File: src/rtl/lnps_pkg.sv
// Shared types and constants for the last-note priority stack.
package lnps_pkg;

    // Default number of stack cells
    localparam int STACK_DEPTH_DEF = 16;

    // Field widths
    localparam int NOTE_W  = 7;
    localparam int IDX_W   = 5;
    localparam int COUNT_W = 5;

    // Event codes
    localparam logic [1:0] MODE_NOTE_ON  = 2'd0;
    localparam logic [1:0] MODE_NOTE_OFF = 2'd1;
    localparam logic [1:0] MODE_ALL_OFF  = 2'd2;
    localparam logic [1:0] MODE_READ     = 2'd3;

    // One input event
    typedef struct packed {
        logic [1:0]        mode;
        logic [NOTE_W-1:0] note;
        logic [IDX_W-1:0]  read_index;
    } item_t;

    // One result
    typedef struct packed {
        logic                cmd_valid;
        logic [NOTE_W-1:0]   cmd_note;
        logic                cmd_none;
        logic                cmd_gate;
        logic [COUNT_W-1:0]  held_count;
        logic [NOTE_W-1:0]   top_note;
        logic                top_valid;
        logic [NOTE_W-1:0]   read_note;
    } result_t;

    // Search token walking the cell chain
    typedef struct packed {
        logic active;
        logic found;
    } tok_t;

endpackage

File: src/rtl/lnps_cell.sv
// One stack cell: holds a note and compacts it when the search token passes.
module lnps_cell import lnps_pkg::*; #(
    parameter int INDEX = 0,
    parameter int CW    = 5
) (
    input  logic              clk,
    input  logic              rst_n,
    input  tok_t              tok_in,
    input  logic [NOTE_W-1:0] key,
    input  logic [CW-1:0]     count,
    input  logic              wr_en,
    input  logic [NOTE_W-1:0] wr_note,
    input  logic [NOTE_W-1:0] note_above,
    output logic [NOTE_W-1:0] note,
    output tok_t              tok_out
);

    tok_t              tok_reg;
    logic [NOTE_W-1:0] note_reg;
    logic              in_range;
    logic              hit;
    logic              shift;

    // First match below the count starts the compaction; later cells pull down
    assign in_range = CW'(INDEX) < count;
    assign hit      = tok_reg.active && !tok_reg.found && (note_reg == key) && in_range;
    assign shift    = tok_reg.active && (tok_reg.found || hit);

    assign tok_out.active = tok_reg.active;
    assign tok_out.found  = tok_reg.found || hit;
    assign note           = note_reg;

    // Token stage
    always_ff @(posedge clk or negedge rst_n)
    begin
        if (!rst_n)
        begin
            tok_reg <= '0;
        end
        else
        begin
            tok_reg <= tok_in;
        end
    end

    // Note storage: append write or shift from the neighbor above
    always_ff @(posedge clk)
    begin
        if (wr_en && (count == CW'(INDEX)))
        begin
            note_reg <= wr_note;
        end
        else if (shift)
        begin
            note_reg <= note_above;
        end
    end

endmodule

File: src/rtl/last_note_priority_stack.sv
// Last-note priority stack: controller and chain of note cells.
// Note on / note off: the token crosses one cell per cycle, then append and top read;
//   done pulses after that. All off / read skip the sweep and go straight to done.
// busy drops while done shows, so the next item can be taken while the last result shows.
// Reset clears the held count, the polyphonic flag and control; stored notes
//   stay undefined until written. The receiver cannot stall a result.
module last_note_priority_stack import lnps_pkg::*; #(
    parameter int STACK_DEPTH = STACK_DEPTH_DEF
) (
    input  logic    clk,
    input  logic    rst_n,
    input  logic    start,
    input  item_t   item,
    output logic    busy,
    output logic    done,
    output result_t result,
    input  logic    cfg_valid,
    output logic    cfg_ready,
    input  logic    cfg_data
);

    localparam int CW = $clog2(STACK_DEPTH + 1);
    localparam int RW = (CW > IDX_W) ? CW : IDX_W;

    typedef enum logic [3:0] {
        ST_IDLE   = 4'b0001,
        ST_SWEEP  = 4'b0010,
        ST_UPDATE = 4'b0100,
        ST_FIN    = 4'b1000
    } state_t;

    state_t            state_reg, state_next;
    item_t             op_reg;
    logic [CW-1:0]     count_reg;
    logic [NOTE_W-1:0] top_reg;
    logic              poly_reg;
    logic              done_reg;
    result_t           result_reg, result_next;

    logic [NOTE_W-1:0] notes [STACK_DEPTH];
    tok_t              pass  [STACK_DEPTH];
    tok_t              inject;
    logic              take;
    logic              sweep_end;
    logic              wr_en;
    logic [RW-1:0]     rd_addr;
    logic              rd_ok;
    logic [NOTE_W-1:0] rd_val;

    assign take      = (state_reg == ST_IDLE) && start;
    assign busy      = (state_reg != ST_IDLE);
    assign done      = done_reg;
    assign result    = result_reg;
    assign cfg_ready = 1'b1;

    // Token injection into the bottom cell for note on / note off
    assign inject.active = take && ((item.mode == MODE_NOTE_ON) || (item.mode == MODE_NOTE_OFF));
    assign inject.found  = 1'b0;

    assign sweep_end = (state_reg == ST_SWEEP) && pass[STACK_DEPTH-1].active;
    assign wr_en     = (state_reg == ST_UPDATE) && (op_reg.mode == MODE_NOTE_ON)
                       && (count_reg < CW'(STACK_DEPTH));

    // Cell chain
    for (genvar k = 0; k < STACK_DEPTH; k++)
    begin : g_cell
        tok_t              tin;
        logic [NOTE_W-1:0] above;

        if (k == 0)
        begin : g_first
            assign tin = inject;
        end
        else
        begin : g_rest
            assign tin = pass[k-1];
        end

        if (k == STACK_DEPTH - 1)
        begin : g_last
            assign above = notes[k];
        end
        else
        begin : g_mid
            assign above = notes[k+1];
        end

        lnps_cell #(
            .INDEX (k),
            .CW    (CW)
        ) u_cell (
            .clk        (clk),
            .rst_n      (rst_n),
            .tok_in     (tin),
            .key        (op_reg.note),
            .count      (count_reg),
            .wr_en      (wr_en),
            .wr_note    (op_reg.note),
            .note_above (above),
            .note       (notes[k]),
            .tok_out    (pass[k])
        );
    end

    // Single read port: requested entry in read mode, otherwise the top entry
    always_comb
    begin
        rd_val = '0;
        if (op_reg.mode == MODE_READ)
        begin
            rd_addr = RW'(op_reg.read_index);
            rd_ok   = RW'(op_reg.read_index) < RW'(count_reg);
        end
        else
        begin
            rd_addr = RW'(count_reg) - RW'(1);
            rd_ok   = (count_reg != '0);
        end
        for (int k = 0; k < STACK_DEPTH; k++)
        begin
            if (RW'(k) == rd_addr)
            begin
                rd_val = notes[k];
            end
        end
    end

    // Result assembly
    always_comb
    begin
        result_next            = '0;
        result_next.held_count = COUNT_W'(count_reg);
        result_next.top_valid  = (count_reg != '0);
        case (op_reg.mode)
            MODE_NOTE_ON:
            begin
                result_next.cmd_valid = 1'b1;
                result_next.cmd_note  = op_reg.note;
                result_next.cmd_gate  = 1'b1;
                result_next.top_note  = rd_ok ? rd_val : '0;
            end
            MODE_NOTE_OFF:
            begin
                result_next.cmd_valid = 1'b1;
                if (poly_reg)
                begin
                    result_next.cmd_note = op_reg.note;
                end
                else if (rd_ok)
                begin
                    result_next.cmd_note = rd_val;
                    result_next.cmd_gate = 1'b1;
                end
                else
                begin
                    result_next.cmd_none = 1'b1;
                end
                result_next.top_note = rd_ok ? rd_val : '0;
            end
            MODE_ALL_OFF:
            begin
                result_next.cmd_valid = 1'b1;
                result_next.cmd_none  = 1'b1;
            end
            default:
            begin
                result_next.read_note = rd_ok ? rd_val : '0;
                result_next.top_note  = (count_reg != '0) ? top_reg : '0;
            end
        endcase
    end

    // Next state
    always_comb
    begin
        state_next = state_reg;
        case (state_reg)
            ST_IDLE:
            begin
                if (inject.active)
                begin
                    state_next = ST_SWEEP;
                end
                else if (take)
                begin
                    state_next = ST_FIN;
                end
            end
            ST_SWEEP:
            begin
                if (sweep_end)
                begin
                    state_next = ST_UPDATE;
                end
            end
            ST_UPDATE: state_next = ST_FIN;
            ST_FIN:    state_next = ST_IDLE;
            default:   state_next = ST_IDLE;
        endcase
    end

    // Control registers
    always_ff @(posedge clk or negedge rst_n)
    begin
        if (!rst_n)
        begin
            state_reg <= ST_IDLE;
            count_reg <= '0;
            poly_reg  <= 1'b0;
            done_reg  <= 1'b0;
        end
        else
        begin
            state_reg <= state_next;
            done_reg  <= (state_reg == ST_FIN);
            if (cfg_valid && cfg_ready)
            begin
                poly_reg <= cfg_data;
            end
            if (take && (item.mode == MODE_ALL_OFF))
            begin
                count_reg <= '0;
            end
            else if (sweep_end && pass[STACK_DEPTH-1].found)
            begin
                count_reg <= count_reg - CW'(1);
            end
            else if (wr_en)
            begin
                count_reg <= count_reg + CW'(1);
            end
        end
    end

    // Payload registers
    always_ff @(posedge clk)
    begin
        if (take)
        begin
            op_reg <= item;
        end
        if (state_reg == ST_FIN)
        begin
            result_reg <= result_next;
            if (op_reg.mode != MODE_READ)
            begin
                top_reg <= rd_val;
            end
        end
    end

endmodule

File: config.mk
export PLATFORM = sky130hd
export DESIGN_NAME = last_note_priority_stack
export DESIGN_NICKNAME = d
export VERILOG_FILES = /design/src/rtl/lnps_pkg.sv /design/src/rtl/lnps_cell.sv /design/src/rtl/last_note_priority_stack.sv
export SDC_FILE = /design/constraint.sdc
export NUM_CORES = 1
export LEC_CHECK = 0
export BUFFER_PORTS_ARGS = -buffer_cell sky130_fd_sc_hd__buf_2
export CAP_MARGIN = 40
export CORE_UTILIZATION = 50
export CTS_BUF_LIST = sky130_fd_sc_hd__clkbuf_16
export DETAILED_ROUTE_END_ITERATION = 7
export GPL_TIMING_DRIVEN = 0
export PLACE_DENSITY = 0.72
export SYNTH_ARGS = -nofsm -noshare
export SYNTH_HDL_FRONTEND = slang
export SYNTH_SLANG_ARGS = --single-unit
export TNS_END_PERCENT = 1
File: constraint.sdc
create_clock -name clk -period 4.4 [get_ports clk]
set_input_delay 0.22 -clock clk [delete_from_list [all_inputs] [get_ports clk]]
set_output_delay 0.22 -clock clk [all_outputs]
set_load 0.005 [all_outputs]
**Yosys cells after proc, flatten, opt, wreduce, memory -nomap -nowiden**

Index checks and enable logic that the tools add are counted.

- Word-level logic and storage cells: 349
- Input bits: 19
- Register bits: 205
- Output and inout bits: 33

- Multiplexer cells: 66
- Magnitude comparators: 18
- Equality and inequality tests: 59
- Reduce and logical (&&, ||, !) cells: 141
- $add $sub $neg: 2

Operator list:

| cell | number |
|---|---|
| $mux 7 | 49 |
| $eq 7x7->1 | 16 |
| $logic_and 1x1->1 | 85 |
| $eq 4x5->1 const A | 8 |
| $eq 5x4->1 const B | 8 |
| $lt 4x5->1 const A | 8 |
| $reduce_bool 2->1 | 15 |
| $pmux 7 s2 | 2 |
| $eq 3x5->1 const A | 4 |
| $eq 5x3->1 const B | 4 |
| $lt 3x5->1 const A | 4 |
| $mux 5 | 4 |
| $logic_or 1x1->1 | 16 |
| $logic_not 1->1 | 15 |
| $mux 4 | 3 |
| $pmux 4 s3 | 1 |
| $eq 2x5->1 const A | 2 |
| $eq 5x2->1 const B | 2 |
| $logic_not 5->1 | 2 |
| $lt 1x5->1 const A | 2 |
| $lt 2x5->1 const A | 2 |
| $eq 2x2->1 const B | 3 |
| $add 5x1->5 const B | 1 |
| $eq 1x5->1 const A | 1 |
| 21 further kinds | 29 |

**Depth between registers and ports, before layout**

Gate-level depths: netlist of the first run.

- Depth after elaboration: 22
- Gate-level depth with buffers: 12
- Mapped depth without buffers: 10

**Hierarchy**

From an unflattened synthesis of the first run, not the netlist that was laid out.

- Cell total of the unflattened synthesis: 957
- Area total of the unflattened synthesis: 11982.7 sq um

By module, submodules not included:

| module | cells each | area each (sq um) | seq. area each (sq um) | times used |
|---|---|---|---|---|
| last_note_priority_stack | 423 | 4170.2 | 1808.0 | 1 |
| lnps_cell (g_cell[4].u_cell) | 36 | 526.8 | 260.2 | 1 |
| lnps_cell (g_cell[10].u_cell) | 36 | 510.5 | 260.2 | 1 |
| lnps_cell (g_cell[11].u_cell) | 33 | 504.2 | 260.2 | 1 |
| lnps_cell (g_cell[9].u_cell) | 33 | 503.0 | 260.2 | 1 |
| lnps_cell (g_cell[8].u_cell) | 33 | 495.5 | 260.2 | 1 |
| lnps_cell (g_cell[12].u_cell) | 36 | 493.0 | 260.2 | 1 |
| lnps_cell (g_cell[5].u_cell) | 32 | 491.7 | 260.2 | 1 |
| lnps_cell (g_cell[14].u_cell) | 32 | 486.7 | 260.2 | 1 |
| lnps_cell (g_cell[1].u_cell) | 34 | 481.7 | 260.2 | 1 |
| lnps_cell (g_cell[3].u_cell) | 35 | 479.2 | 260.2 | 1 |
| lnps_cell (g_cell[2].u_cell) | 33 | 476.7 | 260.2 | 1 |
| lnps_cell (g_cell[7].u_cell) | 32 | 476.7 | 260.2 | 1 |
| lnps_cell (g_cell[6].u_cell) | 31 | 473.0 | 260.2 | 1 |
| 3 more rows | - | - | - | - |

**Worst setup path before layout of the first run**

OpenSTA, ideal clock, no wires.

- Path type: reg-to-reg
- Start point: reg state_reg[2]
- End point: reg top_reg[0], enable pin
- Cell stages (with the launch flop): 4
- Data required time: 4072 ps
- Data arrival time: 4342 ps
- Slack: -271 ps
- Period minus slack after synthesis: 4671 ps
- Setup time: 328 ps
- Path buffers: 1
- Cell sequence: dfrtp_1 > clkbuf_1 > nor4b_1 > and2_1

- Word-level cells in the longest chain between the ends: 2

Ends and longest elaborated chain:

| item | RTL line | text |
|---|---|---|
| start: declaration | last_note_priority_stack.sv:32 | `state_t state_reg, state_next;` |
| start signal: assignment | last_note_priority_stack.sv:214 | `state_reg <= state_next;` |
| $eq 4x4->1 | last_note_priority_stack.sv:242 | `if (state_reg == ST_FIN)` |
| $reduce_and 2->1 (no line) | - |  |
| end signal: assignment | last_note_priority_stack.sv:247 | `top_reg <= rd_val;` |
| end: declaration | last_note_priority_stack.sv:35 | `logic [NOTE_W-1:0] top_reg;` |

No other way between the ends.
A chain may end at the register's enable or synchronous reset.

==> results of run 1 <==
-- per-stage QoR --
stage / TNS (ps) / area [µm²] / setup WS (ps) / hold WS, ps
final: 0 / 13100 / 110 / 0.362
after detailed placement: -193 / 12200 / -95.7 / 223
after CTS: 0 / 13100 / 17.0 / 1.30
after global placement: -162 / 12000 / -81.9 / 390
after floorplan: 0 / 11400 / 1250 / -75.6
after global routing: 0 / 13100 / 32.6 / 20.7
-- cell type report --
type	count	area, µm²	area share, %
plain buffers	63	288	2.20
clock buffers	23	576	4.39
clock inverters	18	163	1.24
inverters	23	86.3	0.659
multi-input cells	684	5090	38.8
flip-flops and latches	205	5950	45.4
well taps	280	350	2.67
repair buffers	84	613	4.68
-- power by group through the flow --
stage | combinational [mW] | clock (mW) | sequential, mW
5_1_grt | 2.97 | 1.98 | 2.35
3_5_place_dp | 2.70 | 0 | 2.38
6_report | 2.85 | 1.92 | 2.34
3_3_place_gp | 2.63 | 0 | 2.37
4_1_cts | 2.73 | 1.92 | 2.34
2_1_floorplan | 1.71 | 0 | 2.34
-- worst max path at each step --
| stage | start | end | slack (ps) | cells after the start |
|---|---|---|---|---|
| finish | count_reg[1]$_DFFE_PN0P_ | result[13]$_DFFE_PP_ | 110 | 11 |
| global route | count_reg[1]$_DFFE_PN0P_ | result[13]$_DFFE_PP_ | 30 | 11 |
| CTS | count_reg[1]$_DFFE_PN0P_ | result[13]$_DFFE_PP_ | 20 | 11 |
| detailed placement | count_reg[1]$_DFFE_PN0P_ | result[13]$_DFFE_PP_ | -100 | 12 |
| global placement | count_reg[1]$_DFFE_PN0P_ | result[13]$_DFFE_PP_ | -80 | 12 |
| floorplan | count_reg[1]$_DFFE_PN0P_ | result[28]$_DFFE_PP_ | 1250 | 10 |
-- layout by cell type, fill, tap and decap left out, types with 8 or more instances in the layout --
cell type	Yosys	final
nand2b_1	15	15
xnor2_1	42	42
dlygate4sd3_1	0	17
xor2_1	74	74
a21oi_1	33	33
nand3_1	9	9
nor3_1	22	22
ha_1	14	14
a211oi_1	21	21
buf_1	7	8
clkbuf_1	40	38
edfxtp_1	163	163
nor2_1	53	53
mux2_2	105	105
nor4_1	18	18
a21o_1	10	10
inv_1	23	25
o22ai_1	9	9
o21ai_0	30	30
nand4_1	12	12
clkbuf_16	0	23
a41o_1	9	9
buf_2	10	63
dfrtp_1	41	41
buf_6	3	10
a31oi_1	9	9
o21a_1	8	8
nand2_1	78	78
-- what timing repair did --
action / 4_1_cts / 5_1_grt
hold endpoints to repair: 35 / 0
pin swaps: 0 / 0
hold buffers: 17 / 0
gates resized for setup: 0 / 2
endpoints found under the setup margin: 4 / 16
-- cell families after synthesis --
kind of cell             synth area share [%]
other                                  0.0329
multiplexers                             11.3
AO/OA/AOI/OAI                            12.4
AND/OR/NAND/NOR                          10.4
adder cells (fa/ha/maj)                  1.54
flip-flops                               52.2
buffers and inverters                    3.31
XOR/XNOR                                 8.92
-- critical path, stage by stage (launching register included) --
cell	delay [ps]
dfrtp_1	490
clkbuf_2	310
inv_1	220
ha_1	420
clkbuf_1	450
o21a_1	480
mux4_2	410
o21ai_0	150
o31ai_1	170
a211oi_1	430
o21a_1	320
o21ai_0	130
-- metal layers --
layer / wire length (µm) / share of wire (%) / GRT usage, %
met3: 4070 / 10 / 6.44
met1: 15000 / 38 / 44.9
met4: 2090 / 5.3 / 15.7
met5: 0 / 0 / 0
met2: 17900 / 46 / 52.6
==> metrics.md, run 1 <==
| Metric | Value |
|---|---|
| Worst Hold Class | input pin to flop |
| Outcome | finished clean |
| Avg Cell Area, Syn | 11.7 µm² |
| GRT Resource Usage Total | 33.4% |
| Critical path required time | 4630 ps |
| Max reg flops | 112 |
| Commonest cells post-synth | 163 x edfxtp_1, 105 x mux2_2, 78 x nand2_1, 74 x xor2_1, 53 x nor2_1 |
| NetSw | 2.87 mW |
| Via Count | 9138 |
| CTS tree | yes |
| Critical R2R Launch | count_reg[1]$_DFFE_PN0P_ |
| Vias in the first global route | 8787 |
| Tot Pwr | 7.11 mW |
| Min Tclk post-route | 4290 ps |
| Clk_lat worst skew | 530 ps |
| #FFs+latches synth | 205 |
| Post-Syn Nets | 1009 |
| Final Hold Violating Endpoints | 0 |
| Initial antenna violation count | 0 |
| Num CTS Buffers | 23 |
| Final ANT Viol Nets | 0 |
| Sw Ratio | 40.4% |
| Antenna cell count | 0 |
| Die ar. | 23400 µm² |
| CP max FO | 10 |
| Hold Path Sink | state_reg[3]$_DFFE_PN0P_ |
| Final net count | 1117 |
| Min-delay src | start |
| Clock root cell | clkbuf_16 |
| Iter 0 DRT Violations | 1107 |
| Post-synth ARST share | 20.5% |
| CTS Buffer Depth | 3 |
| CP Capture Type | flop |
| R2R Path End | result[13]$_DFFE_PP_ |
| Cells after DPL | 1323 |
| Util after Layout | 59.3% |
| Synth area leaders | edfxtp_1 43%, mux2_2 10%, dfrtp_1 9.0% |
| Kind of critical path | flop to flop |
| CTS H-tree lvls | 1 |
| Flop2flop setup slack | 110 ps |
| Gr ovfl total | 0 |
| DIE WIDTH | 153 µm |
| # fillers | 1794 |
| Dominant cell type by area after synthesis | edfxtp_1 |
| DR vias/cell | 6.62 |
| Area added between synthesis and finish | 15.0% |
| Final wirelength | 39.1 mm |
| DR DRC count | 0 |
| Yosys warning count | 0 |
| Layout cell share with drive strength beyond 1 | 21.5% |
| Post-synthesis cell area | 11400 µm² |
| Gate Count Post-Synth | 976 |
| Number of synthesized flops with an enable pin | 163 |
| Max VDD drop | 0.000325 V |
| Final slew viol count | 0 |
| Part of the power in combinational logic | 40.1% |
| # clock sinks | 205 |
| Seq/Total Area, Yosys | 52.2% |
| Slew @ Worst Pin | 968 ps |
| Drt first pass iters | 6 |
| Post-DP HPWL | 29.0 mm |
| Die H | 153 µm |
| Final setup vio count | 0 |
| PD cells | 543 nW/µm² |
| Distinct cells, synth | 72 |
| Maxcap violations | 0 |
| Reg power frac | 32.9% |
| Crit start category | flop |
| Highest clock rate | 233 MHz |
| Per-cell routed wire length | 28.3 µm |
| Count leader, synth | edfxtp_1 |
| Total setup buffers inserted after CTS | 0 |
| Worst EP arrival | 4520 ps |
| CTS clk-pin slew, worst paths | 60 ps |
| RSZ-0062 raised after global routing | false |
| Largest net degree at the start of global routing | 25 |
| Non-filler cells in the finished layout | 1380 |
| Worst setup skew after layout | 14.0 ps |
| Leak pwr | 4.94 nW |
| Core area | 22100 µm² |
| Crit share post-route | 97.5% |
| Port Buffers | 50 |
| Initial Util | 51.6% |
| Hold Crit Depth | 3 |
| Top-area cell type share of the netlist area | 43.0% |
| Int Pwr | 4.24 mW |
| Clock share of power | 27.0% |
| Slew margin rel. | 35.4% |
| First-pass GRT wire length | 57.1 mm |
| Io pins | 52 |
| Top FF cell, synth | edfxtp_1 |
| R2R depth | 11 |
| Gpl congestion | 1.01 |
| Cell Rows | 54 |
Power figures use the tool's default switching activity.
==> run 2, diff against run 1 <==
--- a/config.mk
+++ b/config.mk
@@ -5,13 +5,14 @@
 export SDC_FILE = /design/constraint.sdc
 export NUM_CORES = 1
 export LEC_CHECK = 0
-export BUFFER_PORTS_ARGS = -buffer_cell sky130_fd_sc_hd__buf_2
+export BUFFER_PORTS_ARGS = -buffer_cell sky130_fd_sc_hd__buf_4
 export CAP_MARGIN = 40
 export CORE_UTILIZATION = 50
 export CTS_BUF_LIST = sky130_fd_sc_hd__clkbuf_16
 export DETAILED_ROUTE_END_ITERATION = 7
 export GPL_TIMING_DRIVEN = 0
 export PLACE_DENSITY = 0.72
+export SLEW_MARGIN = 20
 export SYNTH_ARGS = -nofsm -noshare
 export SYNTH_HDL_FRONTEND = slang
 export SYNTH_SLANG_ARGS = --single-unit
==> run 2 against run 1 <==
  * Worst setup slack lost 23 ps
  * Clock skew is 3.9 ps lower
  * Wire length grew 0.26%
  * Global-route usage is 0.66 points higher
  * Die area did not move
  * Fmax shrank 0.53%
  * Flip-flop and latch count unchanged
  * Clock-buffer cell count is the same
  * Critical path depth up 1
  * Combinational power about the same
  * Cell count is 0.14% higher
  * Critical endpoint unchanged
  * Largest power group unchanged
  * Highest routed layer unchanged
==> metrics.md, run 2 (synthesis gave the netlist of run 1 again) <==
| Metric | Value |
|---|---|
| Outcome | finished clean |
| CTS clk-pin slew, worst paths | 60 ps |
| Final Hold Violating Endpoints | 0 |
| Worst Hold Class | input pin to flop |
| Cell Rows | 54 |
| Commonest non-fill, non-tap cell in the layout | edfxtp_1 |
| Max reg flops | 112 |
| # fillers | 1851 |
| Finished Cell Area | 13200 µm² |
| Port Buffers | 50 |
| Met3 Usage GRT | 8.00% |
| CP Cell Sequence | clkbuf_2, inv_1, ha_1, clkbuf_2, o21a_1, clkbuf_1, mux4_2, o21ai_0, o31ai_1, a211oi_1, o21a_1, o21ai_0 |
| Gr ovfl total | 0 |
| Die H | 153 µm |
| Max VDD drop | 0.000338 V |
| CP max stage delay | 500 ps |
| Num CTS Buffers | 23 |
| Per-cell routed wire length | 28.4 µm |
| Register area | 5950 µm² |
| Worst setup skew after layout | 10.1 ps |
| GRT Resource Usage Total | 34.1% |
| Final net count | 1120 |
| Hold Slack | 16.2 ps |
| Final slew viol count | 0 |
| Worst path slowest cell | dfrtp_1 |
| Io pins | 52 |
| Area added between synthesis and finish | 15.5% |
| Via Count | 9062 |
| Post-DP HPWL | 28.6 mm |
| Final wirelength | 39.2 mm |
| Initial antenna violation count | 0 |
| Min Tclk post-route | 4310 ps |
| DR DRC count | 0 |
| Slew margin rel. | 39.7% |
| Vias in the first global route | 8992 |
| Layout cell share with drive strength beyond 1 | 21.5% |
| Drt first pass iters | 6 |
| Highest clock rate | 232 MHz |
| Grt peak-use layer | met2 |
| DIE WIDTH | 153 µm |
| R2R depth | 12 |
| Hold Crit Depth | 3 |
| Gpl congestion | 1.04 |
| Antenna cell count | 0 |
| Global-route met2 utilization | 54.0% |
| Leak pwr | 4.99 nW |
| Final ANT Viol Nets | 0 |
| Core area | 22100 µm² |
| CP max FO | 10 |
| Maxcap violations | 0 |
| Die ar. | 23400 µm² |
| CTS Buffer Depth | 3 |
| Crit share post-route | 98.0% |
| Worst path depth | 12 |
| Cell family with most CP delay | buffers and inverters |
| Routing usage on met1 | 44.3% |
| Clock root cell | clkbuf_16 |
| Largest net degree at the start of global routing | 43 |
| CTS tree | yes |
| Final setup vio count | 0 |
| Most frequent cells in the layout | 163 x edfxtp_1, 105 x mux2_2, 78 x nand2_1 |
| Slew @ Worst Pin | 904 ps |
| Buffer and inverter count on the worst path | 4 |
| Placed inst area | 12300 µm² |
| # clock sinks | 205 |
| Util after Layout | 59.6% |
| Kind of critical path | flop to flop |
| Iter 0 DRT Violations | 992 |
| CP Capture Type | flop |
| PD cells | 526 nW/µm² |
| Crit start category | flop |
| Initial Util | 51.6% |
| Clk_lat worst skew | 530 ps |
| DR vias/cell | 6.56 |
| CTS H-tree lvls | 1 |
| RSZ-0062 raised after global routing | false |
| First-pass GRT wire length | 58.2 mm |
| Critical path required time | 4640 ps |
| Area of the multi-input gates | 5090 µm² |
| Worst EP arrival | 4550 ps |
==> run 2: changes by cell type in the layout (fill, tap and decap cells not counted), sizes merged <==
cell | previous run | this run
bufinv | 3 | 0
inv | 26 | 35
clkinv | 10 | 4
buf | 91 | 93
clkinvlp | 2 | 1
clkbuf | 62 | 63
==> run 2: cell type report <==
class	instances	area share, %
repair buffers	86	5.63
clock buffers	23	4.37
flip-flops and latches	205	45.2
clock inverters	17	0.561
inverters	23	0.656
well taps	280	2.66
multi-input cells	684	38.7
plain buffers	64	2.24
==> run 2: metal layers <==
metal	vias up	share of wire, %
met2	536	46
met4	0	5.2
met1	4531	39
li1	3877	-
met5	-	0
met3	118	10
==> run 2: worst min-delay path, delay by kind of cell <==
kind	cells	cell delay, ps
AO/OA/AOI/OAI	1	70
buffers and inverters	1	120
AND/OR/NAND/NOR	1	80
==> run 2: timing repair <==
item,4_1_cts,5_1_grt
buffers inserted,0,0
endpoints found under the hold margin,58,0
endpoints found under the setup margin,7,15
pin swaps,0,0
resized for setup,1,4
hold buffers,17,0
==> run 2: worst paths after layout <==
kind	start	to	slack [ps]
worst max-delay path	count_reg[1]$_DFFE_PN0P_	result[13]$_DFFE_PP_	90
worst min-delay path	start	state_reg[3]$_DFFE_PN0P_	20
worst max register to register	count_reg[1]$_DFFE_PN0P_	result[13]$_DFFE_PP_	90
worst min register to register	g_cell[5].u_cell.tok_out[1]$_DFF_PN0_	g_cell[6].u_cell.tok_out[1]$_DFF_PN0_	400
max in group asynchronous	rst_n	done$_DFF_PN0_	3710
min in group asynchronous	rst_n	g_cell[5].u_cell.tok_out[1]$_DFF_PN0_	260
==> run 2: per-stage QoR <==
| stage | setup WS [ps] | TNS (ps) | std cells | power (mW) |
|---|---|---|---|---|
| 2_1_floorplan | 1250 | 0 | 976 | 4.05 |
| 3_3_place_gp | -147 | -395 | 1306 | 5.03 |
| 3_5_place_dp | -159 | -450 | 1321 | 5.09 |
| 4_1_cts | 10.9 | 0 | 1378 | 6.81 |
| 5_1_grt | 30.8 | 0 | 1382 | 7.16 |
| 6_report | 87.3 | 0 | 1382 | 6.93 |
==> run 2: report_power, final <==
group / switching (mW) / internal, mW
clock network: 0.775 / 0.939
registers: 0.0965 / 2.25
logic: 1.99 / 0.883
